File: src/sv/adsr_curve.sv
`timescale 1ns / 1ps
// One curve step: squares the position, takes its square root, or passes it,
// depending on the curve exponent and this step's place K in the chain.
// No package dependencies.
module adsr_curve #(
  parameter int F  = 16,
  parameter int CW = 4,
  parameter int K  = 0,
  parameter int TW = 8
) (
  input  logic                 clk,
  input  logic                 rst,
  input  logic                 en,
  input  logic                 in_valid,
  input  logic [F-1:0]         u_in,
  input  logic signed [CW-1:0] c_in,
  input  logic [TW-1:0]        tag_in,
  output logic                 out_valid,
  output logic [F-1:0]         u_out,
  output logic signed [CW-1:0] c_out,
  output logic [TW-1:0]        tag_out
);

  localparam logic signed [CW-1:0] KS = CW'(K);

  logic                 vl   [0:F];
  logic [F+1:0]         rem  [0:F];
  logic [F-1:0]         root [0:F];
  logic [F-1:0]         alt  [0:F];
  logic                 neg  [0:F];
  logic [F-1:0]         uk   [0:F];
  logic signed [CW-1:0] cc   [0:F];
  logic [TW-1:0]        tg   [0:F];
  logic [2*F-1:0]       sq;

  assign sq      = u_in * u_in;
  assign vl[0]   = in_valid;
  assign rem[0]  = '0;
  assign root[0] = '0;
  assign alt[0]  = (c_in > KS) ? sq[2*F-1:F] : u_in;
  assign neg[0]  = c_in < -KS;
  assign uk[0]   = u_in;
  assign cc[0]   = c_in;
  assign tg[0]   = tag_in;

  for (genvar j = 0; j < F; j++) begin : g_step
    logic [2*F-1:0] rad;
    logic [1:0]     pair;
    logic [F+3:0]   cand;
    logic [F+3:0]   trial;
    logic           ge;
    assign rad   = {uk[j], {F{1'b0}}};
    assign pair  = rad[2*F-1-2*j -: 2];
    assign cand  = {rem[j], pair};
    assign trial = {2'b00, root[j], 2'b01};
    assign ge    = cand >= trial;

    always_ff @(posedge clk) begin
      if (rst) begin
        vl[j+1] <= 1'b0;
      end else if (en) begin
        vl[j+1] <= vl[j];
      end
    end

    always_ff @(posedge clk) begin
      if (en) begin
        rem[j+1]  <= ge ? (F+2)'(cand - trial) : cand[F+1:0];
        root[j+1] <= {root[j][F-2:0], ge};
        alt[j+1]  <= alt[j];
        neg[j+1]  <= neg[j];
        uk[j+1]   <= uk[j];
        cc[j+1]   <= cc[j];
        tg[j+1]   <= tg[j];
      end
    end
  end

  assign out_valid = vl[F];
  assign u_out     = neg[F] ? root[F] : alt[F];
  assign c_out     = cc[F];
  assign tag_out   = tg[F];

endmodule
File: config.mk
export PLATFORM = sky130hd
export DESIGN_NAME = adsr_curve
export DESIGN_NICKNAME = d
export VERILOG_FILES = /design/src/sv/adsr_curve.sv
export SDC_FILE = /design/constraint.sdc
export NUM_CORES = 1
export LEC_CHECK = 0
export BUFFER_PORTS_ARGS = -buffer_cell sky130_fd_sc_hd__buf_2
export CELL_PAD_IN_SITES_DETAIL_PLACEMENT = 1
export CELL_PAD_IN_SITES_GLOBAL_PLACEMENT = 1
export CORE_ASPECT_RATIO = 1.1
export CORE_UTILIZATION = 45
export CTS_BUF_LIST = sky130_fd_sc_hd__clkbuf_4
export DETAILED_ROUTE_END_ITERATION = 12
export PLACE_DENSITY = 0.69
export SYNTH_ARGS = -nofsm -noshare
export SYNTH_HDL_FRONTEND = slang
export SYNTH_SLANG_ARGS = --single-unit
File: constraint.sdc
create_clock -name clk -period 6.23 [get_ports clk]
set_input_delay 0.623 -clock clk [delete_from_list [all_inputs] [get_ports clk]]
set_output_delay 0.623 -clock clk [all_outputs]
set_load 0.01 [all_outputs]
Word level (Yosys, flattened, before mapping)
Cells that the tools add are included.

word-level totals
  register bits = 927
  bits of input ports = 32
  output and inout port bits = 29
  logic and storage cells = 177

cells by class
  add/sub/neg operators = 15
  $mul = 1
  magnitude comparators = 18
  multiplexer cells = 17

operators with widths
  cell                                          count
  2-to-1 mux 18 bit                             14
  multiplier 16 x 16 -> 32 bit                  1
  2-to-1 mux 16 bit                             2
  greater-or-equal comparator 20 x 10 -> 1 bit  1
  greater-or-equal comparator 20 x 11 -> 1 bit  1
  greater-or-equal comparator 20 x 12 -> 1 bit  1
  greater-or-equal comparator 20 x 13 -> 1 bit  1
  greater-or-equal comparator 20 x 14 -> 1 bit  1
  greater-or-equal comparator 20 x 15 -> 1 bit  1
  greater-or-equal comparator 20 x 16 -> 1 bit  1
  greater-or-equal comparator 20 x 17 -> 1 bit  1
  greater-or-equal comparator 20 x 3 -> 1 bit   1
  greater-or-equal comparator 20 x 4 -> 1 bit   1
  greater-or-equal comparator 20 x 5 -> 1 bit   1
  greater-or-equal comparator 20 x 6 -> 1 bit   1
  greater-or-equal comparator 20 x 7 -> 1 bit   1
  greater-or-equal comparator 20 x 8 -> 1 bit   1
  greater-or-equal comparator 20 x 9 -> 1 bit   1
  subtractor 18 x 10 -> 18 bit                  1
  subtractor 18 x 11 -> 18 bit                  1
  subtractor 18 x 12 -> 18 bit                  1
  subtractor 18 x 13 -> 18 bit                  1
  subtractor 18 x 14 -> 18 bit                  1
  subtractor 18 x 15 -> 18 bit                  1
  other kinds (13)                              13

Logic depth before layout (Yosys ltp)
  word-level depth = 2
  gate-level depth with buffers = 25
  gate-level depth less buffers = 24

Worst setup path after synthesis
Ideal clock, no wire load.

  path type = input port to flip-flop
  start point = in u_in[1]
  end point = reg alt[255] (netlist bit) (data pin)
  library setup time = 0.261 ns
  data arrival time = 6.227 ns
  data required time = 5.969 ns
  setup slack = -0.258 ns
  stages = 22
  path buffers = 2
  cells stage by stage = clkbuf_1 clkbuf_1 nand2_1 fa_1 inv_1 fa_1 fa_1 fa_1 fa_1 inv_1 fa_1 inv_1 ha_1 nand3_1 o22ai_1 o41ai_1 o2111ai_1 nand2_1 o2111ai_1 o31ai_1 xnor2_1 mux2i_1

RTL lines
  item                           line  source
  start, declared                15    input logic [F-1:0] u_in,
  end signal, assigned by index  70    alt[j+1] <= alt[j];
  end, declared                  29    logic [F-1:0] alt [0:F];

==> flow_summary.json <==
{
  "drt-total-wl_um": 83300,
  "wl_per_cell_um": 17.0,
  "setup_viol": 0,
  "dp_hpwl_um": 61100,
  "grt_max_degree": 212,
  "final-hold-violation-count": 0,
  "htree_num_levels": 4,
  "path_max_fanout": 5,
  "reg2reg_from": "g_step[5].cand[2]",
  "leakage_nw": 19.9,
  "reg2reg_to": "g_step[6].cand[16]",
  "period_share_pct": 98.4,
  "antenna_found_initial": 2,
  "r2r_slack_ps": 2370,
  "synth_seq_cells": 899,
  "yosys_warnings": 0,
  "crit_path_frequent_cell": "fa_1",
  "ys_types": 66,
  "ys_seq_area_share_pct": 62.4,
  "io_pins": 61,
  "routed_via_density": 4.94,
  "synthCells": 3092,
  "die_h_um": 326,
  "dp_cells": 4474,
  "place_congestion": 0.852,
  "status": "finished, final reports clean",
  "fin_nets": 3895,
  "clk_pin_slew_ps": 70,
  "drive_gt1_share_pct": 17.1,
  "grt-ovfl-total": 0,
  "max_clock_freq_mhz": 163,
  "finalNonFillerCells": 4892,
  "grt_pass1_vias": 27500,
  "initial_core_util_pct": 45.6,
  "crit_path_end_kind": "register",
  "rows": 118,
  "portBuffers": 60,
  "clockBufferDepth": 3,
  "remaining_drc_errors": 0,
  "worst_clock_skew_ps": 47.5,
  "rsz0062_at_grt": "no",
  "ir_drop_mv": 0.486,
  "yosys_most_used_dff": "edfxtp_1",
  "synth-edff-count": 883,
  "ant_nets": 0,
  "holdPathStages": 3,
  "syn_nets": 3531,
  "synth_area_leader_cell": "edfxtp_1",
  "tritoncts": "built",
  "clock_sinks": 899,
  "maxCapViolCount": 0,
  "worstPathRequired_ps": 6950,
  "post_synth.cell_area_avg_um2": 13.9,
  "syn-cell-area_mm2": 0.0430,
  "critPathLaunch": "u_in[11]",
  "hp-start": "u_in[4]",
  "first_pass_iters": 5,
  "synth_area_leaders": "edfxtp_1, fa_1, ha_1, inv_1, xnor2_1",
  "vias": 24200,
  "grt_first_pass_wirelength_um": 136000,
  "hold_path.class": "in2reg",
  "synth_top_cells_by_count": "edfxtp_1, inv_1, ha_1, nand2_1, fa_1",
  "hold_slack_ps": 159,
  "rr_worst_depth": 10,
  "synth_top_cell_area_share_pct": 61.7,
  "grt_usage_pct": 17.6,
  "clkLatencyLatePin_ps": 1030,
  "critPathKind": "in2reg",
  "drv_slew": 0,
  "power_density_mw_per_mm2": 393,
  "start_kind": "input pin",
  "synth.most_common_cell": "edfxtp_1",
  "worst_slew_pin_slew_ps": 1120,
  "die_w_um": 297,
  "drtIter0Drc": 882,
  "cp.arrival_ps": 6860,
  "core_mm2": 0.0943,
  "holdPathEnd": "g_step[1].rad[20]",
  "syn2layout_area_growth_pct": 13.7,
  "die-area_mm2": 0.0968,
  "numCtsBuffers": 215,
  "period_minus_slack_ps": 6130,
  "root_buffer": "clkbuf_4",
  "cpPeakStageDelay_ps": 570,
  "slew_headroom_pct": 25.7,
  "crit_slowest_cell": "fa_1",
  "synthArstFlopShare_pct": 0
}
[power breakdown]
part | switching, mW | internal (mW)
clock network | 2.27 | 2.47
logic | 3.58 | 3.18
registers | 0.283 | 7.43
total | 6.13 | 13.1
[kinds of logic after synthesis]
| family | after synthesis | synth area share (%) |
|---|---|---|
| compound gates | 380 | 5.42 |
| other cells | 1 | 0.00872 |
| mux | 66 | 1.66 |
| xor+xnor | 188 | 3.83 |
| simple gates | 642 | 7.29 |
| flops | 899 | 62.4 |
| fa+ha+maj | 407 | 14.8 |
| buf+inv | 509 | 4.55 |
[worst max path at each step]
stage,to,slack (ps),cells after the start
2_1_floorplan,alt[255],4,22
3_3_place_gp,alt[255],-470,24
3_5_place_dp,alt[255],-690,24
4_1_cts,alt[255],30,24
5_1_grt,alt[255],1,24
6_report,alt[253],100,27
[repair_timing]
| item | CTS | global route |
|---|---|---|
| resized for setup | 0 | 26 |
| hold buffers | 24 | 0 |
| buffers inserted | 0 | 1 |
| hold endpoints to repair | 37 | 0 |
| endpoints found under the setup margin | 0 | 5 |
[sequential cells by signal, summed over array words and instances, names as in the netlist, 15 cells and up]
register,cells
alt,256
cc,45
g_step.cand,257
g_step.rad,42
g_step.trial,120
neg,16
root,16
tg,120
vl,15
[metrics by stage]
stage                     total power [mW]  area (um^2)  setup TNS (ps)  setup slack [ps]  util [%]
final                                 19.2        48900               0              96.7      51.8
after global routing                  20.6        48900               0              1.06      51.8
after CTS                             19.3        48700               0              27.5      51.7
after detailed placement              14.4        45700           -4530              -691      48.4
after global placement                14.0        45700           -2310              -469      48.4
after floorplan                       12.0        43100               0              3.64         -
[worst max-delay path, delay by kind of cell]
kind	cells	cell delay (ps)
xor gates and xnor gates	1	100
and+or+nand+nor	4	590
buffers and inverters	11	1570
AOI/OAI and AO/OA	4	620
adders and majority gates	7	3350
[placed cells by master, fill, tap and decap left out, types with 24 or more instances in the layout]
cell type and n:
mux2_2 44, and2_1 48, buf_4 127, ha_1 233, xnor2_1 95, nand2_1 202
dlygate4sd3_1 24, nand2b_1 26, edfxtp_1 883, nor2_1 139, fa_1 168, nand3_1 26
buf_2 58, a21o_1 41, nor4_1 26, a21oi_1 104, inv_1 438, clkbuf_4 311
clkinv_1 58, o21ai_0 121, nor3_1 62, xor2_1 91
[layout make-up]
cell class	instances	area, um^2
fillers	9516	45500
flip-flops and latches	899	26800
multi-input cells	1684	14400
clock buffers	310	2330
inverters	438	1640
repair buffers	218	1630
well taps	1260	1580
clock inverters	77	463
diodes	6	15.0
[routing by layer]
| metal | routed length (um) | vias to the layer above | part of all wire [%] | global-route usage, % |
|---|---|---|---|---|
| li1 | - | 11700 | - | - |
| met1 | 32200 | 12000 | 39 | 18.5 |
| met2 | 45900 | 328 | 55 | 33.3 |
| met3 | 2610 | 157 | 3.1 | 3.93 |
| met4 | 2620 | 0 | 3.1 | 7.79 |
| met5 | 0 | - | 0 | 0 |
Power figures use the tool's default switching activity.
