[config.mk]
export PLATFORM = sky130hd
export DESIGN_NAME = adsr_div
export DESIGN_NICKNAME = d
export VERILOG_FILES = /design/src/sv/adsr_pkg.sv /design/src/sv/adsr_div.sv
export SDC_FILE = /design/constraint.sdc
export NUM_CORES = 2
export LEC_CHECK = 0
export ABC_AREA = 1
export BUFFER_PORTS_ARGS = -buffer_cell sky130_fd_sc_hd__buf_2
export CAP_MARGIN = 20
export CORE_ASPECT_RATIO = 0.9
export CORE_UTILIZATION = 25
export CTS_CLUSTER_SIZE = 24
export DETAILED_ROUTE_END_ITERATION = 8
export PLACE_DENSITY = 0.36
export REMOVE_ABC_BUFFERS = 1
export SKIP_LAST_GASP = 1
export SLEW_MARGIN = 10
export SYNTH_ARGS = -nofsm -noshare
export SYNTH_HDL_FRONTEND = slang
export SYNTH_SLANG_ARGS = --single-unit
[constraint.sdc]
create_clock -name clk -period 2.45 [get_ports clk]
set_clock_uncertainty 0.2 [all_clocks]
set_input_delay 0.245 -clock clk [delete_from_list [all_inputs] [get_ports clk]]
set_output_delay 0.245 -clock clk [all_outputs]
set_load 0.02 [all_outputs]
[src/sv/adsr_pkg.sv]
`timescale 1ns / 1ps
// Shared constants and types for the curved ADSR envelope unit.
// No dependencies.
package adsr_pkg;

  localparam int LEN_BITS   = 24;
  localparam int CURVE_BITS = 4;
  localparam int SEG_BITS   = 3;
  localparam int IDX_BITS   = 3;

  localparam logic [LEN_BITS-1:0] RST_ATTACK_LEN  = 24'd144;
  localparam logic [LEN_BITS-1:0] RST_DECAY_LEN   = 24'd240;
  localparam logic [LEN_BITS-1:0] RST_SUSTAIN_LEN = 24'd47616;
  localparam logic [LEN_BITS-1:0] RST_RELEASE_LEN = 24'd12000;

  typedef enum logic [SEG_BITS-1:0] {
    SEG_ATTACK  = 3'd0,
    SEG_DECAY   = 3'd1,
    SEG_SUSTAIN = 3'd2,
    SEG_RELEASE = 3'd3,
    SEG_DONE    = 3'd4
  } seg_t;

  typedef enum logic [IDX_BITS-1:0] {
    REG_ATTACK_LEN    = 3'd0,
    REG_DECAY_LEN     = 3'd1,
    REG_SUSTAIN_LEN   = 3'd2,
    REG_RELEASE_LEN   = 3'd3,
    REG_SUSTAIN_LEVEL = 3'd4,
    REG_ATTACK_CURVE  = 3'd5,
    REG_DECAY_CURVE   = 3'd6,
    REG_RELEASE_CURVE = 3'd7
  } cfg_reg_t;

endpackage

[src/sv/adsr_div.sv]
`timescale 1ns / 1ps
// Pipelined restoring divider: quotient of off * 2^F / len, one bit a stage.
// Depends on adsr_pkg.
module adsr_div import adsr_pkg::*; #(
  parameter int F  = 16,
  parameter int TW = 8
) (
  input  logic                clk,
  input  logic                rst,
  input  logic                en,
  input  logic                in_valid,
  input  logic [LEN_BITS-1:0] off,
  input  logic [LEN_BITS-1:0] len,
  input  logic [TW-1:0]       tag_in,
  output logic                out_valid,
  output logic [F-1:0]        quot,
  output logic [TW-1:0]       tag_out
);

  logic                vl  [0:F];
  logic [LEN_BITS-1:0] rem [0:F];
  logic [LEN_BITS-1:0] dv  [0:F];
  logic [F-1:0]        qt  [0:F];
  logic [TW-1:0]       tg  [0:F];

  assign vl[0]  = in_valid;
  assign rem[0] = off;
  assign dv[0]  = len;
  assign qt[0]  = '0;
  assign tg[0]  = tag_in;

  for (genvar i = 0; i < F; i++) begin : g_step
    logic [LEN_BITS:0] dbl;
    logic              ge;
    assign dbl = {rem[i], 1'b0};
    assign ge  = dbl >= {1'b0, dv[i]};

    always_ff @(posedge clk) begin
      if (rst) begin
        vl[i+1] <= 1'b0;
      end else if (en) begin
        vl[i+1] <= vl[i];
      end
    end

    always_ff @(posedge clk) begin
      if (en) begin
        rem[i+1] <= ge ? LEN_BITS'(dbl - {1'b0, dv[i]}) : dbl[LEN_BITS-1:0];
        dv[i+1]  <= dv[i];
        qt[i+1]  <= {qt[i][F-2:0], ge};
        tg[i+1]  <= tg[i];
      end
    end
  end

  assign out_valid = vl[F];
  assign quot      = qt[F];
  assign tag_out   = tg[F];

endmodule

Word-level counts from Yosys, hierarchy flattened

Cells that the tools add are included.
Widths: inputs -> output; s select.

Flip-flop bits (word level): 1000
Input bits: 60
Output and inout port bits: 25
Logic and storage cells: 139

Add/subtract/negate cells: 15
Order comparisons: 16
Multiplexer cells: 15

Operator list:

| cell           | number |
|---|---|
| $ge 25x24->1   | 16 |
| $mux 24        | 15 |
| $sub 24x24->24 | 15 |

Logic depth before layout (Yosys ltp)

Word-level depth: 2
Gate-level depth with buffers: 15
Depth with buffers taken out: 14

Least setup slack after synthesis

Ideal clock, no wire load.

Kind: reg-to-reg
From: register rem (netlist bit g_step[6].dbl[19])
To: register rem (netlist bit g_step[7].dbl[18]) (data pin)
Setup time: 0.253 ns
Arrival: 1.705 ns
Setup slack: 0.293 ns
Cell stages (with the launch flop): 10
Buffers on the path: 1
Path through: edfxtp_1 > ha_1 > nand2_1 > nor2_2 > and2_2 > a21oi_4 > nand3_2 > buf_6 > nand2_1 > nand2_1

Cells in the longest elaborated chain, start to end: 2

RTL lines:

| item                             | line           | text |
|---|---|---|
| start: declaration               | adsr_div.sv:21 | `logic [LEN_BITS-1:0] rem [0:F];` |
| start signal: indexed assignment | adsr_div.sv:48 | `rem[i+1] <= ge ? LEN_BITS'(dbl - {1'b0, dv[i]}) : dbl[LEN_BITS-1:0];` |
| $ge 25x24->1                     | adsr_div.sv:36 | `assign ge = dbl >= {1'b0, dv[i]};` |
| $mux 24                          | adsr_div.sv:48 |  |

No other way between the ends.
A chain may end at the register's enable or synchronous reset.

Final worst setup path

From: register dv[184] (netlist bit)
To: register rem (netlist bit g_step[10].dbl[19]) (data pin)

Cells in the longest elaborated chain, start to end: 2
Elaborated cells on any way between the ends: 3
Those cells by class: 1 x add/sub; 1 x order compare; 1 x mux

RTL lines:

| item                                           | line                           | text |
|---|---|---|
| start: declaration                             | adsr_div.sv:22                 | `logic [LEN_BITS-1:0] dv [0:F];` |
| start signal: indexed assignment               | adsr_div.sv:49                 | `dv[i+1] <= dv[i];` |
| $sub 24x24->24 or $ge 25x24->1 (tied branches) | adsr_div.sv:48, adsr_div.sv:36 |  |
| $mux 24 (*)                                    | adsr_div.sv:48                 |  |

Every way passes the cells marked *; elsewhere a longest branch is shown, timed or not.

==> flow_metrics.env <==
export IMPL_final_common_cell="nand2_1"
export IMPL_numClockSinks=1000
export IMPL_route_vias_total=58717
export IMPL_arrival_ps=2880
export IMPL_dp_cells=13130
export IMPL_netlist_instances=8391
export IMPL_drt_first_pass_iters=6
export IMPL_leakage_uw=0.0459
export IMPL_cp_slowest_stage_delay_ps=470
export IMPL_ir_worst_vdd_uv=725
export IMPL_finalWirelength_um=229000
export IMPL_crit_chain="inv_2, ha_4, nand2_2, nor2_4, nand4_1, nor2_2, nand3_4, nand3_4, buf_12, nand2_4, nand2_4"
export IMPL_drc=0
export IMPL_end_kind="flip-flop"
export IMPL_hold_viol_final=0
export IMPL_fmax_ghz=0.406
export IMPL_crit_type="reg2reg"
export IMPL_grt_pass1_vias=57861
export IMPL_avgRoutedWirePerCell_um=16.6
export IMPL_rsz0062_at_grt="true"
export IMPL_nets=10679
export IMPL_tightest_slew_ps=534
export IMPL_critPathSlowestCell="edfxtp_1"
export IMPL_p_int_uw=63100
export IMPL_crit_fanout=7
export IMPL_worst_hold_path_type="in2reg"
export IMPL_cp_data_required_time_ps=2870
export IMPL_total_power_uw=108000
export IMPL_failed_checks="negative setup slack"
export IMPL_cts_clk_slew_worst_paths_ps=60
export IMPL_initial_core_util_pct=25.2
export IMPL_die_w_um=541
export IMPL_clk_latency_ps=770
export IMPL_finalMaxSlewViolations=0
export IMPL_num_rows=177
export IMPL_power_density_nw_per_um2=1160
export IMPL_place_gp_congestion=0.858
export IMPL_start_kind="flip-flop"
export IMPL_final_cell_mix="nand2_1 (2973), inv_1 (1573), buf_4 (1557), edfxtp_1 (984), nand4_1 (448)"
export IMPL_cts_tree="done"
export IMPL_layoutNonFillerInstCount=13812
export IMPL_swShare_pct=41.6
export IMPL_fillCellCount=26957
export IMPL_place_port_buffers=84
export IMPL_grt_max_degree=78
export IMPL_hpwl_um=181000
export IMPL_antenna_found_initial=5
export IMPL_syn_avg_cell_area_um2=7.80
export IMPL_htreeDepth=3
export IMPL_layout_drive_gt1_share_pct=29.7
export IMPL_slew_headroom_pct=64.4
export IMPL_grt_overflow=0
export IMPL_grt_usage_pct=16.8
export IMPL_worst_slack_ps=-13.9
export IMPL_period_needed_ps=2460
export IMPL_cts_made_buffers=120
export IMPL_p_seq_share_pct=26.2
export IMPL_netSwitchingPower_uw=44900
export IMPL_finalCritPeriodShare_pct=101
export IMPL_cts_root_buf="clkbuf_16"
export IMPL_area_delta_synth_final_pct=42.8
export IMPL_yosys_warnings=0
export IMPL_grt_pass1_wl_um=342000
export IMPL_ant_nets=0
export IMPL_io_pins=85
export IMPL_status="finished with violations"
export IMPL_whs_ps=72.2
export IMPL_power_share_clock_pct=17.2
export IMPL_async_flop_share_pct=0
export IMPL_fin_util_pct=36.1
export IMPL_dpl_worst_slack_ps=-407
export IMPL_drt_initial_drc_count=3426
export IMPL_yosysUniqueCellTypes=38
export IMPL_design_die_area_um2=264000
export IMPL_die_h_um=487
export IMPL_yosysSeqAreaShare_pct=45.6
export IMPL_p_comb_share_pct=56.6
export IMPL_synth_edf_count=984
export IMPL_ys_flop_type="edfxtp_1"
export IMPL_setup_violations_final=1
export IMPL_cts_buffer_depth=3
export IMPL_design_core_area_um2=259000
export IMPL_synth_seq_cells=1000
export IMPL_viasPerCell=4.25
export IMPL_drv_cap=0
export IMPL_netlist_area_um2=65500
synth_stat cells (6+ instances only):
cell type / count / area share [%]
a21oi_1: 175 / 1.3
a21oi_4: 15 / 0.37
and2_2: 15 / 0.17
buf_2: 82 / 0.63
buf_4: 24 / 0.28
buf_6: 30 / 0.52
clkbuf_1: 12 / 0.069
dfxtp_1: 16 / 0.49
edfxtp_1: 984 / 45
fa_1: 15 / 0.46
ha_1: 383 / 7.3
inv_1: 1704 / 9.8
inv_2: 48 / 0.28
nand2_1: 3299 / 19
nand2_2: 17 / 0.16
nand3_1: 351 / 2.7
nand3_2: 41 / 0.63
nand3_4: 17 / 0.45
nand3b_1: 15 / 0.17
nand4_1: 448 / 4.3
nor2_1: 410 / 2.4
nor2_2: 40 / 0.38
nor3_1: 30 / 0.23
nor3_4: 7 / 0.17
nor3b_1: 8 / 0.092
nor3b_2: 6 / 0.11
o21a_1: 15 / 0.17
o21ai_0: 7 / 0.054
or2_2: 6 / 0.057
xnor2_1: 15 / 0.20
xor2_1: 141 / 1.9
cell families after synthesis:
| kind of cell | synth area share [%] |
|---|---|
| simple gates | 31.0 |
| buf+inv | 11.5 |
| flops | 45.6 |
| fa+ha+maj | 7.78 |
| compound gates | 1.97 |
| xor+xnor | 2.09 |
layer usage:
metal | wire length [um] | GRT usage (%)
met5 | 21 | 0
met4 | 6040 | 4.11
met3 | 8130 | 1.75
met2 | 100000 | 26.7
met1 | 114000 | 24.2
power by group through the flow:
stage | Combinational (uW) | Sequential, uW | Clock, uW
after floorplan | 28500 | 25800 | 0
after global placement | 51700 | 28100 | 0
after detailed placement | 51500 | 28000 | 0
after CTS | 54300 | 27900 | 19400
after global routing | 68200 | 28600 | 19900
final | 61200 | 28300 | 18600
worst paths after layout:
| check | end | cells past startpoint | slack [ps] | from |
|---|---|---|---|---|
| worst max register to register | g_step[10].dbl[19] | 11 | -10 | dv[184] |
| worst min register to register | qt[104] | 0 | 200 | qt[119] |
| worst min-delay path | dv[367] | 2 | 70 | len[7] |
| worst max-delay path | g_step[10].dbl[19] | 11 | -10 | dv[184] |
timing repair:
item | 4_1_cts | 5_1_grt
endpoints found under the setup margin | 336 | 342
hold endpoints to repair | 245 | 0
gates resized for setup | 239 | 908
pin swaps | 39 | 191
gates cloned | 5 | 18
setup buffers | 129 | 225
hold buffers | 84 | 0
area by class of cell:
type | count | area, um^2 | share of cell area, %
Multi-Input combinational cell | 5492 | 33500 | 35.8
Tap cell | 3490 | 4370 | 4.67
Clock inverter | 77 | 953 | 1.02
Clock buffer | 144 | 3110 | 3.33
Sequential cell | 1000 | 29900 | 31.9
Antenna cell | 2 | 5.00 | 0.00535
Timing Repair Buffer | 1855 | 15200 | 16.2
Inverter | 1752 | 6580 | 7.03
flip-flops by register name, summed over array words and instances, names as in the netlist:
name,count
tg,120
vl,15
qt,120
dv,360
quot,16
out_valid,1
tag_out,8
g_step.dbl,360
worst max-delay path, delay by kind of cell, from the launching register on:
family        cells  cell delay (ps)
flops             1              470
buf+inv           2              250
simple gates      8             1040
fa+ha+maj         1              330
stage by stage:
step                      TNS, ps  instance area (um^2)
final                       -13.9                 93500
after detailed placement   -31390                 79800
after global placement     -37910                 79800
after CTS                    -107                 87300
after floorplan            -11850                 64500
after global routing        -4380                 93500
Note: power is estimated with default switching activity, not from simulation.
